===== src/rtl/strsplit_pkg.sv =====
// shared types and constants of the string separator splitter
package strsplit_pkg;

  localparam int unsigned SEP_LIMIT   = 8;
  localparam int unsigned MAX_SEP_DEF = 8;
  localparam int unsigned NB_W        = $clog2(SEP_LIMIT + 1);
  localparam int unsigned LEN_W       = 4;
  localparam int unsigned SEPB_W      = 64;
  localparam int unsigned TOT_W       = 16;
  localparam int unsigned CFG_IDX_W   = 1;

  localparam logic [CFG_IDX_W-1:0] REG_SEP_LENGTH = 1'b0;
  localparam logic [CFG_IDX_W-1:0] REG_SEP_BYTES  = 1'b1;

  typedef enum logic [1:0] {
    KIND_BYTE = 2'd0,
    KIND_END  = 2'd1,
    KIND_DONE = 2'd2
  } kind_e;

  typedef struct packed {
    logic [NB_W-1:0]  nbytes;
    logic             first;
    logic             close;
    logic             done;
    logic [TOT_W-1:0] total;
  } plan_ctl_t;

endpackage


===== src/rtl/strsplit_in_if.sv =====
// input byte channel
interface strsplit_in_if;
  logic       valid;
  logic       ready;
  logic [7:0] in_byte;

  modport source (output valid, output in_byte, input ready);
  modport sink (input valid, input in_byte, output ready);
endinterface


===== src/rtl/strsplit_res_if.sv =====
// result channel
interface strsplit_res_if;
  logic        valid;
  logic        ready;
  logic [1:0]  kind;
  logic [7:0]  token_byte;
  logic        token_first;
  logic [15:0] token_total;
  logic        run_last;

  modport source (output valid, output kind, output token_byte, output token_first,
                  output token_total, output run_last, input ready);
  modport sink (input valid, input kind, input token_byte, input token_first,
                input token_total, input run_last, output ready);
endinterface


===== src/rtl/string_separator_splitter_top.sv =====
// top level of the string separator splitter
// Takes one string byte per request and splits the string at a configured separator of up
// to MAX_SEP bytes. A byte that yields zero or one result is accepted every cycle unless the
// output stalls. A byte that releases r results (held bytes, token end, string done; r is at
// most MAX_SEP + 1) keeps the next byte waiting until its last result has left, since results
// leave one per cycle through the single output register while the output does not stall,
// and the next byte waits on the plan register. The first result of a byte passes through
// the plan register and then the output register.
module string_separator_splitter_top #(
  parameter int unsigned MAX_SEP = strsplit_pkg::MAX_SEP_DEF
) (
  input  logic                                clk_i,
  input  logic                                rst_ni,
  input  logic                                cfg_we_i,
  input  logic [strsplit_pkg::CFG_IDX_W-1:0]  cfg_idx_i,
  input  logic [strsplit_pkg::SEPB_W-1:0]     cfg_wdata_i,
  strsplit_in_if.sink                         in_i,
  strsplit_res_if.source                      res_o
);

  logic [strsplit_pkg::LEN_W-1:0]   sep_length_q;
  logic [strsplit_pkg::SEPB_W-1:0]  sep_bytes_q;
  logic                             take, rdy, plan_vld;
  strsplit_pkg::plan_ctl_t          plan_ctl;
  logic [MAX_SEP-1:0][7:0]          plan_bytes;

  always_ff @(posedge clk_i or negedge rst_ni) begin
    if (!rst_ni) begin
      sep_length_q <= '0;
      sep_bytes_q  <= '0;
    end else if (cfg_we_i) begin
      case (cfg_idx_i)
        strsplit_pkg::REG_SEP_LENGTH: sep_length_q <= cfg_wdata_i[strsplit_pkg::LEN_W-1:0];
        strsplit_pkg::REG_SEP_BYTES:  sep_bytes_q  <= cfg_wdata_i;
        default: ;
      endcase
    end
  end

  assign in_i.ready = rdy;
  assign take       = in_i.valid && rdy;

  strsplit_plan #(
    .MAX_SEP (MAX_SEP)
  ) u_plan (
    .clk_i        (clk_i),
    .rst_ni       (rst_ni),
    .take_i       (take),
    .in_byte_i    (in_i.in_byte),
    .sep_length_i (sep_length_q),
    .sep_bytes_i  (sep_bytes_q),
    .plan_vld_o   (plan_vld),
    .plan_ctl_o   (plan_ctl),
    .plan_bytes_o (plan_bytes)
  );

  strsplit_drain #(
    .MAX_SEP (MAX_SEP)
  ) u_drain (
    .clk_i        (clk_i),
    .rst_ni       (rst_ni),
    .take_i       (take),
    .plan_vld_i   (plan_vld),
    .plan_ctl_i   (plan_ctl),
    .plan_bytes_i (plan_bytes),
    .ready_o      (rdy),
    .res_o        (res_o)
  );

endmodule


===== src/rtl/strsplit_plan.sv =====
// separator match state and per-byte result plan
module strsplit_plan #(
  parameter int unsigned MAX_SEP = strsplit_pkg::MAX_SEP_DEF
) (
  input  logic                             clk_i,
  input  logic                             rst_ni,
  input  logic                             take_i,
  input  logic [7:0]                       in_byte_i,
  input  logic [strsplit_pkg::LEN_W-1:0]   sep_length_i,
  input  logic [strsplit_pkg::SEPB_W-1:0]  sep_bytes_i,
  output logic                             plan_vld_o,
  output strsplit_pkg::plan_ctl_t          plan_ctl_o,
  output logic [MAX_SEP-1:0][7:0]          plan_bytes_o
);

  localparam int unsigned CW = $clog2(MAX_SEP + 1);

  logic [MAX_SEP-1:0][7:0]           held_q, held_d;
  logic [CW-1:0]                     hcnt_q, hcnt_d;
  logic                              open_q, open_d;
  logic [strsplit_pkg::TOT_W-1:0]    tcnt_q, tcnt_d, tcnt_inc;
  logic [CW-1:0]                     len, n, k, suf;
  logic [MAX_SEP-1:0][7:0]           b;
  logic [MAX_SEP-1:0]                mt;
  logic                              hit, full, close_e;
  logic [8*MAX_SEP-1:0]              rest;
  strsplit_pkg::plan_ctl_t           ctl;

  // clamp separator length
  always_comb begin
    if (sep_length_i > strsplit_pkg::LEN_W'(MAX_SEP)) begin
      len = CW'(MAX_SEP);
    end else begin
      len = sep_length_i[CW-1:0];
    end
  end

  // held bytes followed by the new byte
  assign n = hcnt_q + CW'(1);

  always_comb begin
    for (int j = 0; j < int'(MAX_SEP); j++) begin
      if (CW'(j) < hcnt_q) begin
        b[j] = held_q[j];
      end else if (CW'(j) == hcnt_q) begin
        b[j] = in_byte_i;
      end else begin
        b[j] = 8'h00;
      end
    end
  end

  // suffix starting at k is a separator prefix
  always_comb begin
    for (int kk = 0; kk < int'(MAX_SEP); kk++) begin
      mt[kk] = (CW'(kk) < n) && (len != '0) && ((n - CW'(kk)) <= len);
      for (int j = 0; j < int'(MAX_SEP) - kk; j++) begin
        if ((CW'(j) < (n - CW'(kk))) && (b[kk+j] != sep_bytes_i[8*j +: 8])) begin
          mt[kk] = 1'b0;
        end
      end
    end
  end

  // leftmost matching suffix
  always_comb begin
    hit = 1'b0;
    k   = n;
    for (int i = int'(MAX_SEP) - 1; i >= 0; i--) begin
      if (mt[i]) begin
        hit = 1'b1;
        k   = CW'(i);
      end
    end
  end

  assign suf      = n - k;
  assign full     = hit && (suf == len);
  assign rest     = b >> {k, 3'b000};
  assign tcnt_inc = (tcnt_q == '1) ? tcnt_q : tcnt_q + strsplit_pkg::TOT_W'(1);

  always_comb begin
    held_d = held_q;
    hcnt_d = hcnt_q;
    open_d = open_q;
    tcnt_d = tcnt_q;
    if (in_byte_i == 8'h00) begin
      close_e    = open_q || (hcnt_q != '0);
      ctl.nbytes = strsplit_pkg::NB_W'(hcnt_q);
      ctl.first  = !open_q;
      ctl.close  = close_e;
      ctl.done   = 1'b1;
      ctl.total  = close_e ? tcnt_inc : tcnt_q;
      held_d     = '0;
      hcnt_d     = '0;
      open_d     = 1'b0;
      tcnt_d     = '0;
    end else begin
      close_e    = full && (open_q || (k != '0));
      ctl.nbytes = strsplit_pkg::NB_W'(k);
      ctl.first  = !open_q;
      ctl.close  = close_e;
      ctl.done   = 1'b0;
      ctl.total  = '0;
      held_d     = (hit && !full) ? rest : '0;
      hcnt_d     = (hit && !full) ? suf : '0;
      open_d     = full ? 1'b0 : (open_q || (k != '0));
      tcnt_d     = close_e ? tcnt_inc : tcnt_q;
    end
  end

  assign plan_ctl_o   = ctl;
  assign plan_bytes_o = b;
  assign plan_vld_o   = (ctl.nbytes != '0) || ctl.close || ctl.done;

  always_ff @(posedge clk_i or negedge rst_ni) begin
    if (!rst_ni) begin
      held_q <= '0;
      hcnt_q <= '0;
      open_q <= 1'b0;
      tcnt_q <= '0;
    end else if (take_i) begin
      held_q <= held_d;
      hcnt_q <= hcnt_d;
      open_q <= open_d;
      tcnt_q <= tcnt_d;
    end
  end

  a_held_short: assert property (@(posedge clk_i) disable iff (!rst_ni)
    hcnt_q < CW'(MAX_SEP))
    else $error("held byte count reached separator limit");

  a_nul_clears: assert property (@(posedge clk_i) disable iff (!rst_ni)
    take_i && (in_byte_i == 8'h00) |=> (hcnt_q == '0) && !open_q && (tcnt_q == '0))
    else $error("string state not cleared after terminator");

endmodule


===== src/rtl/strsplit_drain.sv =====
// plan register and result output register
module strsplit_drain #(
  parameter int unsigned MAX_SEP = strsplit_pkg::MAX_SEP_DEF
) (
  input  logic                      clk_i,
  input  logic                      rst_ni,
  input  logic                      take_i,
  input  logic                      plan_vld_i,
  input  strsplit_pkg::plan_ctl_t   plan_ctl_i,
  input  logic [MAX_SEP-1:0][7:0]   plan_bytes_i,
  output logic                      ready_o,
  strsplit_res_if.source            res_o
);

  localparam int unsigned RW = $clog2(MAX_SEP + 3);
  localparam int unsigned IW = (MAX_SEP > 1) ? $clog2(MAX_SEP) : 1;

  logic                            pv_q;
  strsplit_pkg::plan_ctl_t         pc_q;
  logic [MAX_SEP-1:0][7:0]         pb_q;
  logic [RW-1:0]                   pos_q, nres;
  logic                            last, advance;
  strsplit_pkg::kind_e             kind;
  logic [7:0]                      tbyte;
  logic                            tfirst;
  logic [strsplit_pkg::TOT_W-1:0]  ttotal;

  logic                            ov_q;
  strsplit_pkg::kind_e             kind_q;
  logic [7:0]                      tbyte_q;
  logic                            tfirst_q;
  logic [strsplit_pkg::TOT_W-1:0]  ttotal_q;
  logic                            last_q;

  assign nres    = RW'(pc_q.nbytes) + RW'(pc_q.close) + RW'(pc_q.done);
  assign last    = (pos_q == nres - RW'(1));
  assign advance = pv_q && (!ov_q || res_o.ready);
  assign ready_o = !pv_q || (advance && last);

  always_comb begin
    kind   = strsplit_pkg::KIND_DONE;
    tbyte  = 8'h00;
    tfirst = 1'b0;
    ttotal = '0;
    if (RW'(pc_q.nbytes) > pos_q) begin
      kind   = strsplit_pkg::KIND_BYTE;
      tbyte  = pb_q[pos_q[IW-1:0]];
      tfirst = pc_q.first && (pos_q == '0);
    end else if (pc_q.close && (pos_q == RW'(pc_q.nbytes))) begin
      kind = strsplit_pkg::KIND_END;
    end else begin
      ttotal = pc_q.total;
    end
  end

  // pending request plan
  always_ff @(posedge clk_i or negedge rst_ni) begin
    if (!rst_ni) begin
      pv_q  <= 1'b0;
      pc_q  <= '0;
      pb_q  <= '0;
      pos_q <= '0;
    end else if (take_i) begin
      pv_q  <= plan_vld_i;
      pc_q  <= plan_ctl_i;
      pb_q  <= plan_bytes_i;
      pos_q <= '0;
    end else if (advance) begin
      if (last) begin
        pv_q <= 1'b0;
      end else begin
        pos_q <= pos_q + RW'(1);
      end
    end
  end

  // output register
  always_ff @(posedge clk_i or negedge rst_ni) begin
    if (!rst_ni) begin
      ov_q     <= 1'b0;
      kind_q   <= strsplit_pkg::KIND_BYTE;
      tbyte_q  <= 8'h00;
      tfirst_q <= 1'b0;
      ttotal_q <= '0;
      last_q   <= 1'b0;
    end else if (advance) begin
      ov_q     <= 1'b1;
      kind_q   <= kind;
      tbyte_q  <= tbyte;
      tfirst_q <= tfirst;
      ttotal_q <= ttotal;
      last_q   <= last;
    end else if (res_o.ready) begin
      ov_q <= 1'b0;
    end
  end

  assign res_o.valid       = ov_q;
  assign res_o.kind        = kind_q;
  assign res_o.token_byte  = tbyte_q;
  assign res_o.token_first = tfirst_q;
  assign res_o.token_total = ttotal_q;
  assign res_o.run_last    = last_q;

  a_pos_range: assert property (@(posedge clk_i) disable iff (!rst_ni)
    pv_q |-> (pos_q < nres))
    else $error("plan position past result count");

  a_plan_kept: assert property (@(posedge clk_i) disable iff (!rst_ni)
    pv_q && !advance |=> pv_q && $stable(pos_q))
    else $error("stalled plan lost");

  a_done_last: assert property (@(posedge clk_i) disable iff (!rst_ni)
    ov_q && (kind_q == strsplit_pkg::KIND_DONE) |-> last_q)
    else $error("string done is not the last result");

endmodule


===== src/flat_wrapper.sv =====
// flat-port wrapper written by rule: the top's interface ports become plain ports
module string_separator_splitter_top_flat 
#(
  parameter int unsigned MAX_SEP = strsplit_pkg::MAX_SEP_DEF
)
  (clk_i, rst_ni, cfg_we_i, cfg_idx_i, cfg_wdata_i, in_i_valid, in_i_in_byte, in_i_ready, res_o_valid, res_o_kind, res_o_token_byte, res_o_token_first, res_o_token_total, res_o_run_last, res_o_ready);
  strsplit_in_if in_i_i ();
  strsplit_res_if res_o_i ();
  input  logic clk_i;
  input  logic rst_ni;
  input  logic cfg_we_i;
  input  logic [strsplit_pkg::CFG_IDX_W-1:0] cfg_idx_i;
  input  logic [strsplit_pkg::SEPB_W-1:0] cfg_wdata_i;
  input wire logic [$bits(in_i_i.valid)-1:0] in_i_valid;
  input wire logic [$bits(in_i_i.in_byte)-1:0] in_i_in_byte;
  output wire logic [$bits(in_i_i.ready)-1:0] in_i_ready;
  output wire logic [$bits(res_o_i.valid)-1:0] res_o_valid;
  output wire logic [$bits(res_o_i.kind)-1:0] res_o_kind;
  output wire logic [$bits(res_o_i.token_byte)-1:0] res_o_token_byte;
  output wire logic [$bits(res_o_i.token_first)-1:0] res_o_token_first;
  output wire logic [$bits(res_o_i.token_total)-1:0] res_o_token_total;
  output wire logic [$bits(res_o_i.run_last)-1:0] res_o_run_last;
  input wire logic [$bits(res_o_i.ready)-1:0] res_o_ready;
  assign in_i_i.valid = in_i_valid;
  assign in_i_i.in_byte = in_i_in_byte;
  assign in_i_ready = in_i_i.ready;
  assign res_o_valid = res_o_i.valid;
  assign res_o_kind = res_o_i.kind;
  assign res_o_token_byte = res_o_i.token_byte;
  assign res_o_token_first = res_o_i.token_first;
  assign res_o_token_total = res_o_i.token_total;
  assign res_o_run_last = res_o_i.run_last;
  assign res_o_i.ready = res_o_ready;
  string_separator_splitter_top #(.MAX_SEP(MAX_SEP)) u_core (.clk_i(clk_i), .rst_ni(rst_ni), .cfg_we_i(cfg_we_i), .cfg_idx_i(cfg_idx_i), .cfg_wdata_i(cfg_wdata_i), .in_i(in_i_i), .res_o(res_o_i));
endmodule

===== config.mk =====
export PLATFORM = sky130hd
export DESIGN_NAME = string_separator_splitter_top_flat
export DESIGN_NICKNAME = d
export VERILOG_FILES = /design/src/rtl/strsplit_pkg.sv /design/src/rtl/strsplit_in_if.sv /design/src/rtl/strsplit_res_if.sv /design/src/rtl/string_separator_splitter_top.sv /design/src/rtl/strsplit_plan.sv /design/src/rtl/strsplit_drain.sv /design/src/flat_wrapper.sv
export SDC_FILE = /design/constraint.sdc
export NUM_CORES = 1
export LEC_CHECK = 0
export ABC_AREA = 1
export CAP_MARGIN = 20
export CELL_PAD_IN_SITES_DETAIL_PLACEMENT = 2
export CELL_PAD_IN_SITES_GLOBAL_PLACEMENT = 2
export CORE_MARGIN = 10
export CORE_UTILIZATION = 38
export CTS_BUF_LIST = sky130_fd_sc_hd__clkbuf_4 sky130_fd_sc_hd__clkbuf_8 sky130_fd_sc_hd__clkbuf_16
export DETAILED_ROUTE_END_ITERATION = 6
export DONT_BUFFER_PORTS = 1
export PLACE_DENSITY = 0.85
export SYNTH_ARGS = -nofsm -noshare
export SYNTH_HDL_FRONTEND = slang
export SYNTH_SLANG_ARGS = --single-unit

===== constraint.sdc =====
create_clock -name clk_i -period 15 [get_ports clk_i]
set_input_delay 4.5 -clock clk_i [delete_from_list [all_inputs] [get_ports clk_i]]
set_output_delay 4.5 -clock clk_i [all_outputs]
set_load 0.01 [all_outputs]

==> impl_summary.md <==
Clocking
The total number of clock tree sinks is 274. Clock-pin slew was measured on the worst setup and hold paths at 60 ps. The cell sitting at the root of the clock tree is a clkbuf_16.

Counting the buffers created by CTS gives 35. The maximum buffer depth of the clock tree is 3. The H-tree was split into 2 levels. Hold repair after CTS inserted 0 buffers. After clock tree synthesis, the setup repair step added 0 buffers. The later-pin clock latency in the skew report is 590 ps. After clock tree synthesis, the repair step resized 0 gates. TritonCTS built the clock tree.

Setup path
The top fanout value on the critical path is 14. The required time at the endpoint of the critical path is 10500 ps. The critical path is of the input port to primary output type.

Data arrives at the worst endpoint at 5820 ps. The worst setup path is launched from an input port. STA classifies the critical path endpoint as a primary output.

STA
In the final timing run, aggregate negative setup slack is 0 ps. The worst relative slew slack is 30.9%. The maximum achievable frequency is 0.0969 GHz. The count of final hold-check violations is 0. At the pin with the least slew margin, the transition time is 1030 ps.

The worst clock skew on the final layout is 32.5 ps. Setup violations remaining at the end of the flow were counted as 0. The minimum clock period is 10320 ps. The final-report max-slew violation count was 0. The final critical-path share of the clock period is 68.8%. Setup repair after global routing left no endpoint under its margin.

Floorplanning
The die extent in x is 257 um. The die is 257 um tall. Once the floorplan was initialized, standard cells occupied 38.6% of the core. After floorplanning, the core was divided into 86 placement rows. The die covers 0.0662 sq mm. The core footprint is 0.0554 sq mm. During I/O placement, the number of pins put on the boundary was 108.

Drt
The vias after detailed routing is 25.3k. Dividing the detail-routed wire length by the instance count gives 29.2 um. The final routed wirelength across all metal layers is 121 mm.

The per-cell via count in the routed design is 6.09. The first detailed-routing pass ran for 5 iterations. The detail route stage leaves a number of antenna-violating nets equal to 0. The remaining routing DRC violations is 0. For this block, the initial DRC count from the detailed router was 2525.

Synth
By instance count, the leading cell after synthesis is nand2_1. Sequential cells were found to cover 32.1% of the synthesized design area. For this run, the leading register cell type out of synthesis is dfrtp_1. In the synthesized netlist, mux cells make up 0.0526% of the area. The mean instance size in the synthesized netlist is 6.20 sq um. The post-synthesis net count is 3580.

After Yosys synthesis, XOR and XNOR cells account for 2.58% of the synthesized area. The dominant combinational cell family by area after synthesis is simple AND/OR/NAND/NOR gates. In the synthesized netlist the async set-or-reset flop fraction comes to 100%. After synthesis the netlist holds a flip-flop and latch count of 274. By count the netlist is led by nand2_1, nand3_1, inv_1, dfrtp_1, nor2_1. Yosys mapped a number of flops with a built-in enable equal to 0.

The simple logic cell fraction of the synthesized area is 43.3%. Ranked by total cell area, the synthesized netlist is headed by dfrtp_1, nand2_1, nand3_1. The complex-gate fraction of the synthesized area is 10.3%. After Yosys synthesis, full adders, half adders and majority gates account for 2.99% of the synthesized area.

After synthesis, the netlist uses 50 different library cells. The Yosys step of the flow raised 0 warnings. The synthesized netlist occupies a cell area of 0.0214 sq mm. The area share of the leading cell type in the synthesized netlist is 32.1%. The cell count after synthesis came out at 3452. The post-synthesis cell type with the largest combined area is dfrtp_1.

Layout
At the end of the flow, the number of nets in the layout was 3502. From synthesis to final layout, the design area changed by 8.21%. Leaving out filler cells and counting taps, the final layout contains 4151. Summing all non-filler instances in the final layout gives an area of 0.0231 sq mm. The share of final-layout standard cells stronger than drive strength 1 is 5.06%.

Power and ir drop
The switching fraction of total power is 57.6%. The sequential group share of total power is 20.9%. The clock network fraction of total power is 17.1%. Cell internal power was estimated by the tool at 2.33 mW. Overall power consumption after layout is estimated at 5.50 mW.

The share of total power dissipated in combinational logic is 61.9%. Summed over all nets, the switching power comes to 3.17 mW. VDD sags by at most 0.000166 V. The static leakage power is 11.8 nW.

Power spread over the standard cell area amounts to 238 mW/mm^2.

Job
Across the run, the number of max-cap violations was 0.

Placed design
Counting tap cells, the placed design contains a total of 4082 instances. The final weighted congestion in routability-driven placement is 0.996. After legalization and detailed placement, the total HPWL measured 86.6 mm. Port buffering added 0 buffers. In this run the cell area measured after placement is 0.0219 sq mm.

Global routing
Entering global routing, the biggest net connects 275 pins. The overflow left after global routing is 0. The via count of the first global-routing pass is 27.1k. Across every metal layer, demand over resource in global routing totals 35.5%. The first global-routing pass estimated 179 mm of wire. The number of antenna violations at the first check in global routing came to 7.

Min path
The type of the most critical hold path is register to register.

Outcome
The flow ran to the end, and the final reports show no timing, DRC or antenna violations.
## final timing paths
| path | endpoint | cells past startpoint | slack (ps) | from |
|---|---|---|---|---|
| worst min register to register | u_core.u_drain.pb_q[6]$_DFFE_PN0P_ | 2 | 490 | u_core.u_drain.pb_q[6]$_DFFE_PN0P_ |
| worst max register to register | u_core.u_plan.tcnt_q[8]$_DFFE_PN0P_ | 33 | 7030 | u_core.u_plan.hcnt_q[0]$_DFFE_PN0P_ |
| min in group asynchronous | u_core.u_drain.pb_q[6]$_DFFE_PN0P_ | 0 | 3630 | rst_ni |
| worst min-delay path | u_core.u_drain.pb_q[6]$_DFFE_PN0P_ | 2 | 490 | u_core.u_drain.pb_q[6]$_DFFE_PN0P_ |
| worst max-delay path | in_i_ready | 4 | 4680 | res_o_ready |
| max in group asynchronous | u_core.sep_bytes_q[43]$_DFFE_PN0P_ | 0 | 11000 | rst_ni |
## through the flow
stage               utilization, %  setup WS, ps  hold WS, ps
CTS                           41.7          4190          490
global placement              39.5          4420          461
finish                        41.8          4680          489
floorplan                        -          5460          444
global route                  41.8          4610          522
detailed placement            39.5          4250          469
## logic make-up after synthesis
logic type,count (synthesis)
buffers and inverters,456
DFF,274
adders and majority gates,50
and+or+nand+nor,2199
AOI/OAI and AO/OA,409
muxes,1
xor gates and xnor gates,63
## cell usage in the layout, fill, tap and decap left out, types with 5 or more instances in the layout
cell | netlist | final
nor3_1 | 10 | 10
nand3_1 | 470 | 470
xnor2_1 | 6 | 6
nand3_2 | 6 | 6
clkbuf_4 | 0 | 8
clkinv_1 | 14 | 14
nand4_1 | 64 | 64
o211ai_1 | 5 | 5
dfrtp_1 | 274 | 274
nor2_1 | 254 | 254
nand2_1 | 1338 | 1335
a32oi_1 | 8 | 8
o21ai_0 | 215 | 215
nand2_2 | 34 | 35
inv_2 | 11 | 12
clkbuf_8 | 0 | 8
buf_4 | 15 | 30
ha_1 | 48 | 48
o22ai_1 | 20 | 20
a31oi_1 | 6 | 6
xor2_1 | 57 | 57
a21oi_1 | 111 | 111
nor2_4 | 6 | 6
a21boi_1 | 5 | 5
inv_1 | 284 | 283
o21ai_1 | 21 | 21
clkbuf_16 | 0 | 35
## routing by layer
layer	share of wire [%]	vias to the layer above	track usage, %
met5	0.022	-	0
met4	5.0	4	16.4
met3	8.3	294	7.44
met2	46	1146	56.9
met1	41	12872	45.0
li1	-	10975	-
## flip-flops by register name, summed over array words and instances, names as in the netlist, 2 cells and up
signal	count
u_core.u_drain.res_o.token_byte	8
u_core.u_drain.res_o.kind	2
u_core.sep_bytes_q	64
u_core.sep_length_q	4
u_core.u_plan.held_q	64
u_core.u_drain.pb_q	64
u_core.u_drain.pos_q	4
u_core.u_drain.pc_q	23
u_core.u_drain.res_o.token_total	16
u_core.u_plan.hcnt_q	4
u_core.u_plan.tcnt_q	16
## power by group through the flow
stage	clock network [mW]	registers [mW]	logic, mW
finish	0.943	1.15	3.41
global route	0.977	1.17	3.67
floorplan	0	1.05	2.13
CTS	0.949	1.14	3.30
global placement	0	1.12	2.98
detailed placement	0	1.14	3.17
## worst max-delay path, stage by stage
cell and delay, ps:
inv_1 30, nand2_1 80, nand2_1 380, o21ai_0 830
## final cells by class
type / instances / area [sq um]
diodes: 4 / 10.0
flip-flops and latches: 274 / 6860
clock buffers: 51 / 1050
multi-input cells: 2722 / 12700
repair buffers: 32 / 255
fillers: 6796 / 32300
inverters: 309 / 1160
clock inverters: 11 / 191
well taps: 748 / 936
(Power assumes the default switching activity.)
